[src/rtl/gsa_ram.sv]
module gsa_ram #(
  parameter int WIDTH = 8,
  parameter int DEPTH = 32,
  localparam int AW = (DEPTH > 1) ? $clog2(DEPTH) : 1
) (
  input  logic             clk,
  input  logic             we,
  input  logic [AW-1:0]    waddr,
  input  logic [WIDTH-1:0] wdata,
  input  logic [AW-1:0]    raddr,
  output logic [WIDTH-1:0] rdata
);

  logic [WIDTH-1:0] mem [DEPTH];

  always_ff @(posedge clk) begin
    if (we) begin
      mem[waddr] <= wdata;
    end
    rdata <= mem[raddr];
  end

endmodule

[config.mk]
export PLATFORM = sky130hd
export DESIGN_NAME = gsa_ram
export DESIGN_NICKNAME = d
export VERILOG_FILES = /design/src/rtl/gsa_ram.sv
export SDC_FILE = /design/constraint.sdc
export NUM_CORES = 1
export LEC_CHECK = 0
export BUFFER_PORTS_ARGS = -buffer_cell sky130_fd_sc_hd__buf_2
export CORE_UTILIZATION = 30
export CTS_CLUSTER_DIAMETER = 50
export CTS_CLUSTER_SIZE = 20
export DETAILED_ROUTE_END_ITERATION = 8
export HOLD_SLACK_MARGIN = 0.05
export PLACE_DENSITY = 0.54
export SKIP_CTS_REPAIR_TIMING = 1
export SYNTH_ARGS = -nofsm -noshare
export SYNTH_HDL_FRONTEND = slang
export SYNTH_SLANG_ARGS = --single-unit
[constraint.sdc]
create_clock -name clk -period 2.25 [get_ports clk]
set_input_delay 0.1125 -clock clk [delete_from_list [all_inputs] [get_ports clk]]
set_output_delay 0.1125 -clock clk [all_outputs]
set_load 0.01 [all_outputs]
### Word level (Yosys, flattened, before mapping)

Memory sizes are Yosys's and may differ from the RTL's. A register that Yosys moved wholly into a read port is not among the register bits.
Cells that the tools add are included.

* input port bits: 20
* output and inout port bits: 8
* bits in latches: 0
* bits in registers: 0
* memories: 1
* ROM bits: 0
* logic and storage cells: 3
* RAM bits: 256

Memory list
* mem: words 32, width 8, read ports 1, clocked after memory_dff 1, write ports 1, line 14 `logic [WIDTH-1:0] mem [DEPTH];`

* reductions and logical operators: 0
* $lt $le $gt $ge: 0
* equal/unequal tests: 0
* add/sub/neg operators: 0
* muxes and demuxes: 2
* shifts and indexed selects: 0
* bitwise operators: 0
* div/mod/pow operators: 0
* multiply operators: 0

Operator list (number)
* $mux 1: 2

### Longest topological paths before layout

* depth in word-level cells: 2
* gate-level depth with buffers: 5
* depth with buffers taken out: 3

### Least setup slack after synthesis

OpenSTA, ideal clock, no wires.

* kind: input port to flip-flop
* from: in raddr[2]
* to: reg rdata[0] (read register of mem)
* stages: 5
* required time: 2.129 ns
* library setup time: 0.121 ns
* path buffers: 2
* path slack: 0.335 ns
* data arrival time: 1.794 ns
* cells stage by stage: clkbuf_1 -> clkbuf_1 -> mux4_2 -> mux4_2 -> mux2_2

RTL lines
* start: declaration: line 10 `input logic [AW-1:0] raddr,`
* end: declaration: line 11 `output logic [WIDTH-1:0] rdata`

==> metrics.txt <==
status=finished clean; Area contributors post-synth=edfxtp_1 76%, mux4_2 18%, dfxtp_1 1.6%; Final Slew Violations=0; max_slew headroom=0.5785; final hold viol count=0; Worst Reg2Reg Path Length in Cells=3; Worst Hold Path Cells=2; RR Startpoint=mem[29][7]; complex-gate fraction of the synthesized area=0; Final WS setup=0.4103 ns; die height=185.1 um; Nets=509; worst-margin pin slew=0.6322 ns; number of synthesized register bits=264; Max Clock Skew=~0.015 ns; Synth Area in XOR/XNOR=0; mapped cell area=10050 um^2; ANT cells=0; die width=around 190 um; Avg WL per Cell=23.06 um; # DRC=0; DRT Wirelength=21860 um; Req. time, crit path=around 2.7 ns; Tmin final=around 1.8 ns; vias in the first global route=4663; core area=32780 um^2; Clock Sinks=264; Root Driver=clkbuf_16; endpoints failing setup=0; syn_nets=437; Reg clk slew, reported paths=~0.08 ns; largest net degree at the start of global routing=35; Post-Syn Area per Cell=24.11 um^2; Fill cells=2961; Clock Tree Buf Depth=3; Adder-Cell Fraction of Synth Area=0; row count=66; post-DP HPWL=14040 um; Pwr Density=863.0 nW/um^2; Seq/Total Area, Yosys=0.7806; Pre-Repair DR Iteration Count=4; Setup Slack @ Placement=0.1792 ns; die area=approximately 34000 um^2; period utilization=0.8176; Multi-input gate area=around 2100 um^2; IO Pins=28; Initial Util=0.3067; starting DRC count in detailed routing=433; mux cell area share after synthesis=0.1882; Setup TNS=0 ns; CTS buffer count=23; share of layout cells above drive strength 1=0.3913; Ys Warns=0; Leakage=3.710 nW; FF+latch area=7848 um^2; cell taking the most area after synthesis=edfxtp_1; worst hold path class=primary input to flip-flop; Vias per Instance=around 4.8; cells after synthesis=417; commonest non-fill, non-tap cell in the layout=edfxtp_1; Worst Hold Launch=raddr[3]; Final ANT Viol Nets=0; count of different cell masters after synthesis=15; Max Cap Viol=0; CP max FO=1; most frequent cells in the layout=256 x edfxtp_1, 80 x mux4_2, 35 x buf_4, 33 x nor2_1, 26 x buf_2; Synth Area in Simple Gates=0.02066; first-pass GRT wire length=about 33000 um; largest family of logic cells by synthesized area=multiplexers; Clk Latency, worst-skew pair=between 0.5 and 0.6 ns; CP startpoint kind=flip-flop; initial antenna violation count=1; Arr. time, crit path=2.25 ns; area share of the largest cell type after synthesis=0.7647; WS Path Type=flip-flop to flip-flop; Critical Path Start=mem[29][7]; DR vias=4532; TritonCTS clock tree=yes; Crit. End Element=flip-flop; area delta synth->final=17.63%; Final Wtd Congestion=0.7435; global route overflow=0; VDD IR max=0.6278 mV; port buffer count=27; total global-route track usage=0.1336; CTS H-tree lvls=1; fmax=0.5436 GHz; RSZ-0062 raised after global routing=false
==> layout make-up <==
class,count,share of cell area
Clock inverter,18,0.01978
Clock buffer,24,0.04898
Sequential cell,264,0.6636
Multi-Input combinational cell,133,0.1775
Timing Repair Buffer,67,0.04338
Tap cell,442,0.04676
==> per-layer routing <==
metal,vias to the layer above,global-route usage,routed length (um)
met5,-,0,0
met4,0,0.03802,459
met1,2438,0.1980,10020
met2,142,0.1958,9750
met3,27,0.03028,1632
li1,1925,-,-
==> report_power, final <==
group	switching [W]	leakage (nW)	internal, W
logic	0.000301	0.942	0.000240
registers	0.0000306	2.37	0.00546
clock network	0.00194	0.395	0.00223
total	0.00228	3.71	0.00793
==> cells by family (layout without fill, tap and decap cells) <==
kind of cell           Yosys count  in the layout
and+or+nand+nor                 45             45
muxes                           88             88
buffers and inverters           20            109
DFF                            264            264
==> path summary, 6_finish.rpt <==
path	to	slack, ns
max reg2reg	rdata[7]	0.41
min reg2reg	rdata[4]	0.92
min	rdata[2]	0.06
max	rdata[7]	0.41
==> worst max-delay path, stage by stage (launching register included) <==
cell and delay [ns]:
edfxtp_1 0.37, mux4_2 0.52, mux4_2 0.54, mux2_2 0.30
==> registers in the layout, summed over array words and instances, names as in the netlist <==
signal and cells:
mem 256, rdata 8
==> cell usage after synthesis <==
| cell | n |
|---|---|
| dfxtp_1 | 8 |
| buf_2 | 1 |
| or3_1 | 1 |
| buf_1 | 6 |
| nand2_1 | 1 |
| buf_6 | 1 |
| buf_4 | 6 |
| clkbuf_1 | 6 |
| nand3b_1 | 5 |
| or3b_2 | 3 |
| nand3_1 | 2 |
| nor2_1 | 33 |
| mux2_2 | 8 |
| mux4_2 | 80 |
| edfxtp_1 | 256 |
==> metrics by stage <==
stage,utilization,hold WS [ns],instance area [um^2],power [W],std cells
2_1_floorplan,-,0.2114,10050,0.005887,417
3_3_place_gp,0.3359,0.5634,11010,0.006145,906
3_5_place_dp,0.3359,0.5601,11010,0.006160,906
4_1_cts,0.3607,0.04699,11830,0.01033,948
5_1_grt,0.3607,0.05333,11830,0.01054,948
6_report,0.3607,0.06074,11830,0.01021,948
No activity file was read; power rests on OpenSTA's default activity.
