<file path="config.mk">
export PLATFORM = sky130hd
export DESIGN_NAME = gsa_unit
export DESIGN_NICKNAME = d
export VERILOG_FILES = /design/src/rtl/gsa_pkg.sv /design/src/rtl/gsa_unit.sv
export SDC_FILE = /design/constraint.sdc
export NUM_CORES = 1
export LEC_CHECK = 0
export CAP_MARGIN = 20
export CORE_UTILIZATION = 45
export DETAILED_ROUTE_END_ITERATION = 12
export DONT_BUFFER_PORTS = 1
export PLACE_DENSITY = 0.65
export RECOVER_POWER = 50
export SYNTH_ARGS = -nofsm -noshare
export SYNTH_HDL_FRONTEND = slang
export SYNTH_SLANG_ARGS = --single-unit
</file>
<file path="constraint.sdc">
create_clock -name vclk -period 8.4
set_input_delay 0.42 -clock vclk [all_inputs]
set_output_delay 0.42 -clock vclk [all_outputs]
set_load 0.03 [all_outputs]
</file>
<file path="src/rtl/gsa_pkg.sv">
package gsa_pkg;

  localparam int SYM_W   = 8;
  localparam int SCORE_W = 15;
  // Working width for scores: one extra bit of headroom for sums and compares.
  localparam int ACC_W   = 16;
  localparam int KIND_W  = 3;
  localparam int ACT_W   = 2;
  localparam int REG_W   = 8;
  localparam int IDX_W   = 2;

  typedef logic        [SYM_W-1:0]   sym_t;
  typedef logic signed [SCORE_W-1:0] score_t;
  typedef logic signed [ACC_W-1:0]   acc_t;
  typedef logic        [KIND_W-1:0]  kind_t;
  typedef logic        [ACT_W-1:0]   act_t;

  localparam act_t ACT_APPEND_A = 2'd0;
  localparam act_t ACT_APPEND_B = 2'd1;
  localparam act_t ACT_RUN      = 2'd2;

  localparam kind_t KIND_MATCH    = 3'd0;
  localparam kind_t KIND_MISMATCH = 3'd1;
  localparam kind_t KIND_GAP_A    = 3'd2;
  localparam kind_t KIND_GAP_B    = 3'd3;
  localparam kind_t KIND_EMPTY    = 3'd4;

  localparam logic [IDX_W-1:0] REG_GAP      = 2'd0;
  localparam logic [IDX_W-1:0] REG_MISMATCH = 2'd1;
  localparam logic [IDX_W-1:0] REG_MATCH    = 2'd2;

  // Operands of the shared scoring unit.
  typedef struct packed {
    sym_t              a_sym;
    sym_t              b_sym;
    acc_t              diag;
    acc_t              left;
    acc_t              up;
    acc_t              cur;
    logic [REG_W-1:0]  gap;
    logic [REG_W-1:0]  mismatch;
    logic [REG_W-1:0]  bonus;
  } unit_op_t;

  // Results of the shared scoring unit.
  typedef struct packed {
    acc_t best;
    logic diag_hit;
    logic up_hit;
    logic same;
  } unit_res_t;

endpackage

</file>
<file path="src/rtl/gsa_unit.sv">
module gsa_unit (
  input  gsa_pkg::unit_op_t  op,
  output gsa_pkg::unit_res_t res
);

  gsa_pkg::acc_t gap_x;
  gsa_pkg::acc_t pair;
  gsa_pkg::acc_t dsum;
  gsa_pkg::acc_t lsum;
  gsa_pkg::acc_t usum;
  gsa_pkg::acc_t best;
  logic          same;

  always_comb begin
    same  = (op.a_sym == op.b_sym);
    gap_x = gsa_pkg::acc_t'({1'b0, op.gap});
    pair  = same ? gsa_pkg::acc_t'({1'b0, op.bonus})
                 : -gsa_pkg::acc_t'({1'b0, op.mismatch});
    dsum  = op.diag + pair;
    lsum  = op.left - gap_x;
    usum  = op.up - gap_x;
    best  = dsum;
    if (lsum > best) begin
      best = lsum;
    end
    if (usum > best) begin
      best = usum;
    end
    res.best     = best;
    res.diag_hit = (dsum == op.cur);
    res.up_hit   = (usum == op.cur);
    res.same     = same;
  end

endmodule

</file>
# Word-level counts from Yosys, hierarchy flattened
# Index checks and enable logic that the tools add are counted.
# totals
regBits	0
# classes
add_sub_neg	4
magnitude_cmp	2
n_eq_ne	3
mux	3
# op_table
op	n
two-way mux 16 bit	3
equality test 16 bit	2
> comparator 16 bit	2
subtractor 16 x 9 -> 16 bit	2
adder 16 bit	1
negation 8 -> 16 bit	1
equality test 8 bit	1

# Logic depth before layout (Yosys ltp)
# depth
word_depth	7
ltp_mapped	38

# Worst setup path before layout
# OpenSTA, ideal clock, no wires.
# synth_path
path_type	input -> output
from	input port op[88] (netlist bit)
to	output port res[17] (netlist bit)
arrival_ns	7.247
required_time_ns	7.980
path_slack_ns	0.733
cell_stages	37
path_buffers	4
cell_sequence	xnor2_1 nand4_1 nor2_1 clkbuf_1 clkbuf_1 o21ai_0 ha_1 inv_1 fa_1 nor2b_1 o31a_1 o311ai_1 nand3b_1 a21oi_1 o21bai_1 a21oi_1 xnor2_1 inv_1 ha_1 and4_1 nand3_1 o41ai_4 a22oi_2 o21ai_4 buf_12 mux2i_1 ha_1 nor2b_1 o21a_1 o21ai_0 nand2b_1 a211oi_1 o21ai_0 a21oi_1 a221o_1 clkbuf_1 mux2i_1
# synth_lines
item	line	rtl
start, declared	gsa_unit.sv:2	input gsa_pkg::unit_op_t op,
end, declared	gsa_unit.sv:3	output gsa_pkg::unit_res_t res

==> metrics <==
total negative slack=0 ps; # DRC=0; min Tclk post-route=between 7000 and 8000 ps; clock buf count=0; CP arrival=7360 ps; Worst path slowest cell=ha_1; sequential share of the synthesized area=0%; worst vdd ir=approximately 100 uV; area of the core=slightly below 0.008 mm2; number of antenna repair diodes=0; FF+latch count=0; post-route ant nets=0; total power=around 0.00053 W; Max Cap Viol=0; worst slew pin tran=557.1 ps; Syn Nets=~660; fin crit share=between 90% and 100%; worst slack at placement=~610 ps; CP max stage delay=370 ps; Mapped Area=0.003610 mm2; drt initial violations=125; sw power=a little over 0.0003 W; CP endpoint=res[7]; Vias per Instance=between 5 and 6; Hold WC Path Type=input port to output port; GRT Overall Usage=between 20% and 30%; Setup crit start kind=input port; sw frac=between 50 and 60%; vias in the first global route=approximately 3,200; Detailed Routing Iterations Pass 1=4; leakage=1.721 nW; row count=32; Final Setup Violations=0; FMAX=about 0.13 GHz; Crit Path Class=input port to output port; Crit path required time=approximately 8000 ps; post-synthesis adder-cell area fraction=approximately a quarter; full die area=0.008384 mm2; PD cells=roughly 140 mW/mm2; Final Hold Fails=0; complex-gate fraction of the synthesized area=between 20% and 30%; crit path from=op[10]; initial antenna violation count=0; Hold-fix buffers, CTS=0; post-route worst setup slack=between 600 and 700 ps; WL final=9472 um; GRT overflow=0; # fillers=around 780; Sequential Power Share=0%; XOR/XNOR Fraction of Synth Area=20.97%; Crit path top cell by count=ha_1; die width=about 92 um; Initial Util=46.71%; Syn Area/Cell=around 7.3 um2; status=completed; fraction of layout cells with a size suffix above 1=~8%; CP endpoint kind=output port; Clock power frac=0%; multiplexer area fraction after synthesis=under 10%; Register Area=0 um2; Detail Placement HPWL=about 8500 um; RSZ-0062 raised after global routing=no; Synth Area in Simple Gates=around a fifth; internal power=0.0002204 W; gpl congestion=roughly 0.88; layout net count=675; routed vias=3,449; first-pass GRT wire length=15,220 um; combinational family with the most area after synthesis=adder cells; Ys Warns=0; Die H=around 92 um; cell count after synthesis=~490; routed length per instance=15.68 um; Top Ports=between 100 and 150; number of buffers inserted by port buffering=0; Area growth, synth to finish=5.962%; largest net degree at the start of global routing=22; Gate power share=100.0%; critical path peak fanout=15; Slew Viols, Final=0; distinct cell type count after synthesis=57; relative slew slack=between 60% and 70%
-- through the flow --
step | hold WS (ps) | std cells | utilization [%] | cell area, um2
global route | 1182 | 604 | 49.50 | 3825
global placement | 1158 | 604 | 49.53 | 3827
CTS | 1162 | 604 | 49.53 | 3827
detailed placement | 1164 | 604 | 49.53 | 3827
floorplan | 1082 | 493 | - | 3610
finish | 1174 | 604 | 49.50 | 3825
-- cell families after synthesis --
logic type               after synthesis
XOR/XNOR                              84
adder cells (fa/ha/maj)               69
multiplexers                          23
AND/OR/NAND/NOR                      138
buffers and inverters                 60
AO/OA/AOI/OAI                        119
-- cell usage in the layout (no fill, tap or decap), types with 2 or more instances in the layout --
| master | n |
|---|---|
| ha_1 | 64 |
| xnor2_1 | 57 |
| a21oi_1 | 56 |
| inv_1 | 49 |
| nor2_1 | 34 |
| xor2_1 | 25 |
| nand2_1 | 21 |
| buf_4 | 19 |
| o21ai_0 | 18 |
| mux2i_1 | 16 |
| nor3_1 | 14 |
| nand3_1 | 13 |
| a21o_1 | 11 |
| nand4_1 | 11 |
| nor2b_1 | 8 |
| nor4_1 | 7 |
| or3_1 | 6 |
| mux2_2 | 6 |
| nand2b_1 | 5 |
| o21a_1 | 5 |
| or2_2 | 4 |
| and3_1 | 3 |
| o31a_1 | 3 |
| o211ai_1 | 3 |
| fa_1 | 3 |
| o211a_1 | 2 |
| o221ai_1 | 2 |
| and4_1 | 2 |
| maj3_1 | 2 |
| a211o_1 | 2 |
| and2_1 | 2 |
| o31ai_1 | 2 |
| nand3b_1 | 2 |
| a211oi_1 | 2 |
-- cell type report --
class	instances	area, um2	area share, %
Inverter	49	183.9	4.809
Timing Repair Buffer	20	146.4	3.827
Tap cell	102	127.6	3.337
Multi-Input combinational cell	433	3367	88.03
-- layer usage --
layer	track usage (%)	share of wire, %	vias to the layer above
li1	-	-	1772
met1	30.06	45	1549
met2	37.72	46	122
met3	2.513	7.8	6
met4	2.249	0.98	0
met5	0	0	-
-- synth_stat cells (2+ instances only) --
cell      instances  area (um2)
mux2_2            6       67.56
ha_1             64       800.8
nor2_1           35       131.4
inv_1            49       183.9
maj3_1            2       20.02
o211a_1           2       20.02
a211oi_1          2       15.01
and4_1            2       17.52
and3_1            3       18.77
a21o_1           11       82.58
o211ai_1          3       22.52
nor3_1           14       70.07
o221ai_1          2       17.52
or3_1             6       37.54
nand4_1          11       68.82
a211o_1           2       17.52
fa_1              3       60.06
nand3_1          13       65.06
nand3b_1          2       15.01
a21oi_1          56       280.3
xnor2_1          57       499.2
and2_1            2       12.51
xor2_1           25       219.0
o21ai_0          18       90.09
o31a_1            3       26.28
nand2_1          21       78.83
nor2b_1           8       50.05
mux2i_1          16       160.2
nor4_1            8       50.05
or2_2             4       25.02
o21a_1            5       37.54
nand2b_1          5       31.28
clkbuf_1          8       30.03
o31ai_1           2       15.01
-- repair_timing --
item | 4_1_cts | 5_1_grt
buffers inserted | 0 | 0
setup endpoints to repair | 0 | 12
resized for setup | 0 | 1
-- power by group through the flow --
stage               Clock (W)  Sequential (W)  Combinational (W)
floorplan                   0               0           0.000406
global placement            0               0           0.000520
detailed placement          0               0           0.000526
CTS                         0               0           0.000530
global route                0               0           0.000584
finish                      0               0           0.000531
-- worst min path at each step --
| stage | from | to | slack (ps) | depth (start not counted) |
|---|---|---|---|---|
| 3_3_place_gp | op[35] | res[2] | 1160 | 4 |
| 3_5_place_dp | op[35] | res[2] | 1160 | 4 |
| 6_report | op[36] | res[1] | 1170 | 2 |
| 4_1_cts | op[35] | res[2] | 1160 | 4 |
| 2_1_floorplan | op[35] | res[2] | 1080 | 3 |
| 5_1_grt | op[36] | res[1] | 1180 | 2 |
-- critical path: cells and delay by family --
kind                     cells  cell delay (ps)
buffers and inverters        3              510
AND/OR/NAND/NOR             10             1680
adder cells (fa/ha/maj)      4             1280
multiplexers                 2              570
XOR/XNOR                     1              370
AO/OA/AOI/OAI               14             2510
Power figures use the tool's default switching activity.
